==> config.mk <==
export PLATFORM = sky130hd
export DESIGN_NAME = eight_digit_seven_segment_formatter_top_flat
export DESIGN_NICKNAME = d
export VERILOG_FILES = /design/src/rtl/core/esf_pkg.sv /design/src/rtl/core/esf_req_if.sv /design/src/rtl/core/esf_dig_if.sv /design/src/rtl/core/esf_bcd_pipe.sv /design/src/rtl/core/esf_scan.sv /design/src/rtl/core/eight_digit_seven_segment_formatter_top.sv /design/src/flat_wrapper.sv
export SDC_FILE = /design/constraint.sdc
export NUM_CORES = 1
export LEC_CHECK = 0
export BUFFER_PORTS_ARGS = -buffer_cell sky130_fd_sc_hd__buf_2
export CORE_MARGIN = 2
export CORE_UTILIZATION = 60
export CTS_CLUSTER_SIZE = 30
export DETAILED_ROUTE_END_ITERATION = 8
export PLACE_DENSITY = 0.77
export SETUP_SLACK_MARGIN = 0.2
export SYNTH_ARGS = -nofsm -noshare
export SYNTH_HDL_FRONTEND = slang
export SYNTH_HIERARCHICAL = 1
export SYNTH_SLANG_ARGS = --single-unit
==> constraint.sdc <==
create_clock -name clk -period 60.3 [get_ports clk]
set_input_delay 12.06 -clock clk [delete_from_list [all_inputs] [get_ports clk]]
set_output_delay 12.06 -clock clk [all_outputs]
set_load 0.05 [all_outputs]
==> src/rtl/core/esf_pkg.sv <==
// esf_pkg: shared constants and types of the eight-digit seven-segment formatter.
// Used by the BCD pipeline, the digit scanner and the top level. No dependencies.
`timescale 1ns / 1ps

package esf_pkg;

	localparam int NUM_DIGITS = 8;
	localparam int IDX_W      = 3;
	localparam int CODE_W     = 5;
	localparam int VALUE_W    = 32;
	localparam int BCD_W      = 4 * NUM_DIGITS;

	// request mode codes; mode bit 1 selects hex
	localparam logic [1:0] MODE_DEC   = 2'd0;
	localparam logic [1:0] MODE_TIME  = 2'd1;
	localparam logic [1:0] MODE_HEX   = 2'd2;
	localparam logic [1:0] MODE_SPARE = 2'd3;  // unused code, shown as hex

	// glyph code of the dash between time fields
	localparam logic [CODE_W-1:0] CODE_DASH = 5'd16;

	typedef logic [CODE_W-1:0] code_t;
	// element 0 is the leftmost position
	typedef code_t [NUM_DIGITS-1:0] codes_t;

	// last pipeline stage as seen by the scanner
	typedef struct packed {
		logic             vld;
		logic             dec;
		codes_t           codes;
		logic [BCD_W-1:0] bcd;
	} head_t;

endpackage

==> src/rtl/core/esf_req_if.sv <==
// esf_req_if: request channel (valid/ready plus display request payload).
// No dependencies.
`timescale 1ns / 1ps

interface esf_req_if;
	logic        valid;
	logic        ready;
	logic [1:0]  mode;
	logic [31:0] value;
	logic [6:0]  hours;
	logic [6:0]  minutes;
	logic [6:0]  seconds;

	modport source (output valid, output mode, output value, output hours,
		output minutes, output seconds, input ready);
	modport sink (input valid, input mode, input value, input hours,
		input minutes, input seconds, output ready);
endinterface

==> src/rtl/core/esf_dig_if.sv <==
// esf_dig_if: digit channel (valid/ready plus one digit result per beat).
// No dependencies.
`timescale 1ns / 1ps

interface esf_dig_if;
	logic       valid;
	logic       ready;
	logic [2:0] digit_index;
	logic [7:0] digit_select;
	logic [6:0] segments;
	logic       last;

	modport source (output valid, output digit_index, output digit_select,
		output segments, output last, input ready);
	modport sink (input valid, input digit_index, input digit_select,
		input segments, input last, output ready);
endinterface

==> src/rtl/core/esf_bcd_pipe.sv <==
// esf_bcd_pipe: request register chain with a double-dabble binary to BCD
// conversion, four bits per stage. Depends on esf_pkg and esf_req_if.
`timescale 1ns / 1ps

module esf_bcd_pipe (
	input  logic            clk,
	input  logic            arst_n,
	esf_req_if.sink         req,
	input  logic            load,
	output esf_pkg::head_t  head
);
	import esf_pkg::*;

	localparam int NUM_STAGES = VALUE_W / 4;
	localparam int BIN_W      = VALUE_W - 4;
	localparam int LAST       = NUM_STAGES - 1;

	typedef struct packed {
		logic             dec;
		codes_t           codes;
		logic [BCD_W-1:0] bcd;
	} stage_t;

	logic [NUM_STAGES-1:0] vld_s;
	stage_t                pipe_s [NUM_STAGES];
	logic [BIN_W-1:0]      bin_s [NUM_STAGES-1];
	stage_t                first_d;
	logic [7:0]            hh_d;
	logic [7:0]            mm_d;
	logic [7:0]            ss_d;
	logic                  adv;

	// four shift-add-3 steps; digits above the eighth drop out (value mod 1e8)
	function automatic logic [BCD_W-1:0] dd_step4(input logic [BCD_W-1:0] bcd_in,
			input logic [3:0] nib);
		logic [BCD_W-1:0] acc;
		acc = bcd_in;
		for (int s = 0; s < 4; s++) begin
			for (int d = 0; d < NUM_DIGITS; d++) begin
				if (acc[4*d +: 4] >= 4'd5) begin
					acc[4*d +: 4] = acc[4*d +: 4] + 4'd3;
				end
			end
			acc = {acc[BCD_W-2:0], nib[3-s]};
		end
		return acc;
	endfunction

	// clamp to 99, return {tens, units}
	function automatic logic [7:0] split99(input logic [6:0] x);
		logic [6:0] c;
		logic [3:0] t;
		logic [6:0] u;
		c = (x > 7'd99) ? 7'd99 : x;
		t = 4'd0;
		for (int k = 1; k < 10; k++) begin
			if (c >= 7'(10 * k)) begin
				t = 4'(k);
			end
		end
		u = c - 7'(7'(t) * 7'd10);
		return {t, u[3:0]};
	endfunction

	always_comb begin
		hh_d = split99(req.hours);
		mm_d = split99(req.minutes);
		ss_d = split99(req.seconds);
		first_d.dec = (req.mode == MODE_DEC);
		if (req.mode[1]) begin
			for (int i = 0; i < NUM_DIGITS; i++) begin
				first_d.codes[i] = {1'b0, req.value[VALUE_W-1-4*i -: 4]};
			end
		end else begin
			// time layout; ignored downstream in decimal mode
			first_d.codes[0] = {1'b0, hh_d[7:4]};
			first_d.codes[1] = {1'b0, hh_d[3:0]};
			first_d.codes[2] = CODE_DASH;
			first_d.codes[3] = {1'b0, mm_d[7:4]};
			first_d.codes[4] = {1'b0, mm_d[3:0]};
			first_d.codes[5] = CODE_DASH;
			first_d.codes[6] = {1'b0, ss_d[7:4]};
			first_d.codes[7] = {1'b0, ss_d[3:0]};
		end
		first_d.bcd = dd_step4('0, req.value[VALUE_W-1 -: 4]);
	end

	// whole chain moves together; it stalls only when the head is held
	assign adv       = !vld_s[LAST] || load;
	assign req.ready = adv;

	always_ff @(posedge clk or negedge arst_n) begin
		if (!arst_n) begin
			vld_s <= '0;
		end else if (adv) begin
			vld_s <= {vld_s[NUM_STAGES-2:0], req.valid};
		end
	end

	always_ff @(posedge clk) begin
		if (adv) begin
			pipe_s[0] <= first_d;
			bin_s[0]  <= req.value[BIN_W-1:0];
			for (int i = 1; i < NUM_STAGES; i++) begin
				pipe_s[i].dec   <= pipe_s[i-1].dec;
				pipe_s[i].codes <= pipe_s[i-1].codes;
				pipe_s[i].bcd   <= dd_step4(pipe_s[i-1].bcd, bin_s[i-1][BIN_W-1 -: 4]);
			end
			for (int i = 1; i < NUM_STAGES - 1; i++) begin
				bin_s[i] <= {bin_s[i-1][BIN_W-5:0], 4'b0000};
			end
		end
	end

	assign head.vld   = vld_s[LAST];
	assign head.dec   = pipe_s[LAST].dec;
	assign head.codes = pipe_s[LAST].codes;
	assign head.bcd   = pipe_s[LAST].bcd;

`ifndef SYNTHESIS
	a_accept_fills: assert property (@(posedge clk) disable iff (!arst_n)
		req.valid && req.ready |=> vld_s[0])
		else $error("accepted request did not enter the first stage");

	a_head_holds: assert property (@(posedge clk) disable iff (!arst_n)
		vld_s[LAST] && !load |=> vld_s[LAST] && $stable(pipe_s[LAST].bcd))
		else $error("held head stage changed");

	a_stage0_holds: assert property (@(posedge clk) disable iff (!arst_n)
		vld_s[0] && !adv |=> vld_s[0])
		else $error("stalled first stage lost its request");
`endif

endmodule

==> src/rtl/core/esf_scan.sv <==
// esf_scan: digit scanner; loads eight glyphs from the pipeline head and
// sends one digit beat per cycle while ready. Depends on esf_pkg and esf_dig_if.
`timescale 1ns / 1ps

module esf_scan (
	input  logic           clk,
	input  logic           arst_n,
	input  esf_pkg::head_t head,
	output logic           load,
	esf_dig_if.source      dig
);
	import esf_pkg::*;

	logic             busy_q;
	logic [IDX_W-1:0] idx_q;
	logic [6:0]       segs_q [NUM_DIGITS];
	code_t            code_d [NUM_DIGITS];
	logic             take;
	logic             at_end;

	// bit0 = segment a .. bit6 = segment g
	function automatic logic [6:0] seg_of(input code_t c);
		logic [6:0] p;
		case (c)
			5'd0:      p = 7'h3F;
			5'd1:      p = 7'h06;
			5'd2:      p = 7'h5B;
			5'd3:      p = 7'h4F;
			5'd4:      p = 7'h66;
			5'd5:      p = 7'h6D;
			5'd6:      p = 7'h7D;
			5'd7:      p = 7'h07;
			5'd8:      p = 7'h7F;
			5'd9:      p = 7'h6F;
			5'd10:     p = 7'h77;
			5'd11:     p = 7'h7C;
			5'd12:     p = 7'h39;
			5'd13:     p = 7'h5E;
			5'd14:     p = 7'h79;
			5'd15:     p = 7'h71;
			CODE_DASH: p = 7'h40;
			default:   p = 7'h00;
		endcase
		return p;
	endfunction

	always_comb begin
		for (int i = 0; i < NUM_DIGITS; i++) begin
			code_d[i] = head.dec ? {1'b0, head.bcd[BCD_W-1-4*i -: 4]} : head.codes[i];
		end
	end

	assign take   = dig.valid && dig.ready;
	assign at_end = (idx_q == IDX_W'(NUM_DIGITS - 1));
	assign load   = !busy_q || (take && at_end);

	always_ff @(posedge clk or negedge arst_n) begin
		if (!arst_n) begin
			busy_q <= 1'b0;
			idx_q  <= '0;
		end else if (load) begin
			busy_q <= head.vld;
			idx_q  <= '0;
		end else if (take) begin
			idx_q <= idx_q + 1'b1;
		end
	end

	always_ff @(posedge clk) begin
		if (load) begin
			for (int i = 0; i < NUM_DIGITS; i++) begin
				segs_q[i] <= seg_of(code_d[i]);
			end
		end
	end

	assign dig.valid        = busy_q;
	assign dig.digit_index  = idx_q;
	assign dig.digit_select = ~(8'b0000_0001 << idx_q);
	assign dig.segments     = segs_q[idx_q];
	assign dig.last         = at_end;

`ifndef SYNTHESIS
	a_run_continues: assert property (@(posedge clk) disable iff (!arst_n)
		take && !at_end |=> dig.valid && (idx_q == $past(idx_q) + 1'b1))
		else $error("digit run broken or skipped a position");

	a_run_ends: assert property (@(posedge clk) disable iff (!arst_n)
		take && at_end && !head.vld |=> !dig.valid)
		else $error("digit beat shown with no request loaded");

	a_stall_holds: assert property (@(posedge clk) disable iff (!arst_n)
		dig.valid && !dig.ready |=> dig.valid && $stable(idx_q))
		else $error("scan position moved while stalled");
`endif

endmodule

==> src/rtl/core/eight_digit_seven_segment_formatter_top.sv <==
// Top level of the eight-digit seven-segment formatter: BCD pipeline plus
// digit scanner. Depends on esf_pkg, esf_req_if, esf_dig_if, esf_bcd_pipe, esf_scan.
`timescale 1ns / 1ps
//
//   port  dir  beat carries                                   per request
//   req   in   mode, value, hours, minutes, seconds           1 beat
//   dig   out  digit_index, digit_select, segments, last      8 beats, leftmost first
//
// Flow: requests are paced by the single digit port (one digit beat per cycle
//   while dig.ready is high). The first digit follows the request beat through
//   the chain: the beat lands in stage 0, moves stage by stage to the head stage
//   (4 binary bits per stage), and is then loaded by the scanner.
// Reset: arst_n clears stage valid bits and the scanner; data registers are not reset.
// Stalls: the conversion chain advances as a whole whenever its head is empty or
//   the scanner is taking it, so new requests keep entering while a run is held
//   until the head stage fills; a full head waiting on the scanner drops req.ready.
//
// Decimal mode runs a double-dabble conversion keeping only eight BCD digits,
// which yields value mod 100000000 directly. Time fields are clamped to 99 and
// split at entry; hex nibbles are picked straight from value.

module eight_digit_seven_segment_formatter_top (
	input  logic      clk,
	input  logic      arst_n,
	esf_req_if.sink   req,
	esf_dig_if.source dig
);
	import esf_pkg::*;

	head_t head;   // last conversion stage
	logic  load;   // scanner takes the head this cycle

	esf_bcd_pipe u_pipe (
		.clk    (clk),
		.arst_n (arst_n),
		.req    (req),
		.load   (load),
		.head   (head)
	);

	esf_scan u_scan (
		.clk    (clk),
		.arst_n (arst_n),
		.head   (head),
		.load   (load),
		.dig    (dig)
	);

endmodule
==> src/flat_wrapper.sv <==
// flat-port wrapper written by rule: the top's interface ports become plain ports
module eight_digit_seven_segment_formatter_top_flat import esf_pkg::*;
  (clk, arst_n, req_valid, req_mode, req_value, req_hours, req_minutes, req_seconds, req_ready, dig_valid, dig_digit_index, dig_digit_select, dig_segments, dig_last, dig_ready);
  esf_req_if req_i ();
  esf_dig_if dig_i ();
  input  logic clk;
  input  logic arst_n;
  input wire logic [$bits(req_i.valid)-1:0] req_valid;
  input wire logic [$bits(req_i.mode)-1:0] req_mode;
  input wire logic [$bits(req_i.value)-1:0] req_value;
  input wire logic [$bits(req_i.hours)-1:0] req_hours;
  input wire logic [$bits(req_i.minutes)-1:0] req_minutes;
  input wire logic [$bits(req_i.seconds)-1:0] req_seconds;
  output wire logic [$bits(req_i.ready)-1:0] req_ready;
  output wire logic [$bits(dig_i.valid)-1:0] dig_valid;
  output wire logic [$bits(dig_i.digit_index)-1:0] dig_digit_index;
  output wire logic [$bits(dig_i.digit_select)-1:0] dig_digit_select;
  output wire logic [$bits(dig_i.segments)-1:0] dig_segments;
  output wire logic [$bits(dig_i.last)-1:0] dig_last;
  input wire logic [$bits(dig_i.ready)-1:0] dig_ready;
  assign req_i.valid = req_valid;
  assign req_i.mode = req_mode;
  assign req_i.value = req_value;
  assign req_i.hours = req_hours;
  assign req_i.minutes = req_minutes;
  assign req_i.seconds = req_seconds;
  assign req_ready = req_i.ready;
  assign dig_valid = dig_i.valid;
  assign dig_digit_index = dig_i.digit_index;
  assign dig_digit_select = dig_i.digit_select;
  assign dig_segments = dig_i.segments;
  assign dig_last = dig_i.last;
  assign dig_i.ready = dig_ready;
  eight_digit_seven_segment_formatter_top u_core (.clk(clk), .arst_n(arst_n), .req(req_i), .dig(dig_i));
endmodule
==> run metrics <==
most frequent cell after synthesis edfxtp_1; Warnings, synthesis 6; via count 26000; Least-Margin Pin Slew between 1000 and 1500 ps; worst r2r src u_core/u_scan/dig.digit_index[0]; IO buf count 79; ant diodes 0; grt total ovfl 0; reg2reg end u_core/u_pipe/bin_s[1][12]; Top FF cell, synth edfxtp_1; outcome completed; share of cells above drive strength 1 11.2%; first-pass GRT wire length around 110 mm; worst r2r path cells 9; fmax approximately 0.039 GHz; pins over their slew limit 0; RePlAce Congestion between 0.8 and 0.9; WP data required 48240 ps; Area contributors post-synth edfxtp_1 (45%), ha_1 (11%), mux2i_1 (5.0%), inv_1 (3.2%), xnor2_1 (2.6%); post-synth top area share about 45%; later-pin clock latency in the skew report slightly above 600 ps; slew margin rel. 29.8%; MaxCap Viol Count 0; synth cell count leaders edfxtp_1 (612), ha_1 (367), inv_1 (351); Routed Antenna Nets 0; Total GRT Usage around a fifth; chip width between 200 and 300 µm; # hold bufs at CTS 0; worst-path fanout max 58; flops & latches, synth ~620; area delta synth->final 7.32%; largest net degree at the start of global routing 160; DRT iter0 DRCs 1479; H-tree depth 3; source of the critical timing path dig_ready; Core Area around 0.067 mm²; final worst path period share a little over two fifths; dpl hpwl approximately 49 mm; Area after DPL ~0.042 mm²; Post-CTS Resized 0; Hold Path Stages 0; Post-synth EDFFs 612; reg2reg setup slack 54620 ps; Final Hold Vio Count 0; DRC violations left 0; area leader, netlist edfxtp_1; CP Data Arrival Time ~14000 ps; crit end category primary output; worst hold endpoint u_core/u_pipe/pipe_s[1][122]; ys async rst share just under 2%; hold wc startpoint u_core/u_pipe/pipe_s[1][49]; RSZ-0062 raised after global routing no; initial antenna violation count 0; Initial Util between 60 and 70%; worst hold path class reg2reg; die area approximately 0.07 mm²; Syn Inst Count between 3000 and 4000; min Tclk post-route 25860 ps; Die Span Y 265 µm; design area approximately 0.044 mm²; Post-Route WL a little under 70 mm; final net count between 4000 and 5000; Avg Cell Area, Syn around 11 µm²; Setup Skew 22.5 ps; wire per inst between 10 and 15 µm; Seq/Total Area, Yosys a little under half; clk root buf clkbuf_16; WS Path Type in2out; critical path launch point type primary input; row count 95; 1st-pass router iterations 5; Synth Cell Area about 0.041 mm²; Boundary Pins 80; Sink Count about 620; Cell variety after synth around 110; # fillers roughly 5100; CTS tree built; Num CTS Buffers 68; vias in the first global route between 20000 and 25000; setup violators final 0; number of vias per cell between 5 and 6; Worst-path clk slew 60 ps; Longest Clk Path Bufs 3; setup total negative slack 0 ps; postcts setup bufs 0
## critical path, stage by stage
cell and delay, ps:
buf_2 140, nand2_1 90, nand2_2 70, buf_4 540
nand2b_4 490, buf_2 380
## layout make-up
| cell class | count | area [µm²] | area share (%) |
|---|---|---|---|
| multi-input cells | 2589 | 19900 | 45.5 |
| flip-flops and latches | 624 | 18700 | 42.6 |
| clock buffers | 84 | 1860 | 4.24 |
| inverters | 357 | 1340 | 3.06 |
| well taps | 873 | 1090 | 2.49 |
| repair buffers | 89 | 483 | 1.10 |
| clock inverters | 38 | 407 | 0.928 |
## cell usage in the layout (no fill, tap or decap), types with 79 or more instances in the layout
master	instances
ha_1	367
mux2_2	88
buf_2	79
xnor2_1	119
nand2_1	242
o21ai_0	147
edfxtp_1	612
mux2i_1	203
nor2b_1	110
nor2_1	204
inv_1	351
a21oi_1	182
nand2b_1	127
## how the worst max path moves through the flow
stage	to	slack (ps)	depth (start not counted)
final	req_ready	34440	6
after global routing	req_ready	34290	6
after CTS	req_ready	34420	6
after detailed placement	req_ready	34430	6
after global placement	req_ready	34450	6
after floorplan	req_ready	19060	4
## through the flow
step / utilization (%) / instances / setup slack (ps) / hold slack (ps)
final: 65.1 / 4654 / 34440 / 403
after global routing: 65.1 / 4654 / 34290 / 410
after CTS: 65.1 / 4654 / 34420 / 400
after detailed placement: 61.7 / 4532 / 34430 / 405
after global placement: 61.7 / 4532 / 34450 / 400
after floorplan: - / 3707 / 19060 / 400
## logic make-up after synthesis
group	count (synthesis)	share of synthesized area, %
xor gates and xnor gates	150	3.24
buffers and inverters	494	5.43
AOI/OAI and AO/OA	778	12.8
muxes	342	9.49
adders and majority gates	373	11.5
and+or+nand+nor	940	11.8
other	1	0.00919
DFF	624	45.8
## sequential cells by signal, summed over array words and instances, names as in the netlist
name,cells
u_core/u_pipe/pipe_s,444
u_core/u_pipe/bin_s,112
u_core/u_scan/segs_q,56
u_core/u_pipe/vld_s,8
u_core/u_scan/dig.digit_index,3
u_core/u_scan/dig.valid,1
## routing by layer
layer	track usage (%)	up-vias	part of all wire (%)
met5	0	-	0
li1	-	13300	-
met2	34.4	313	49
met3	2.99	96	3.1
met1	24.8	12200	45
met4	5.51	0	2.2
Power is left out: the tool's default activity adds up to more than one toggle a clock period on the data nets, which glitch-free logic cannot reach.
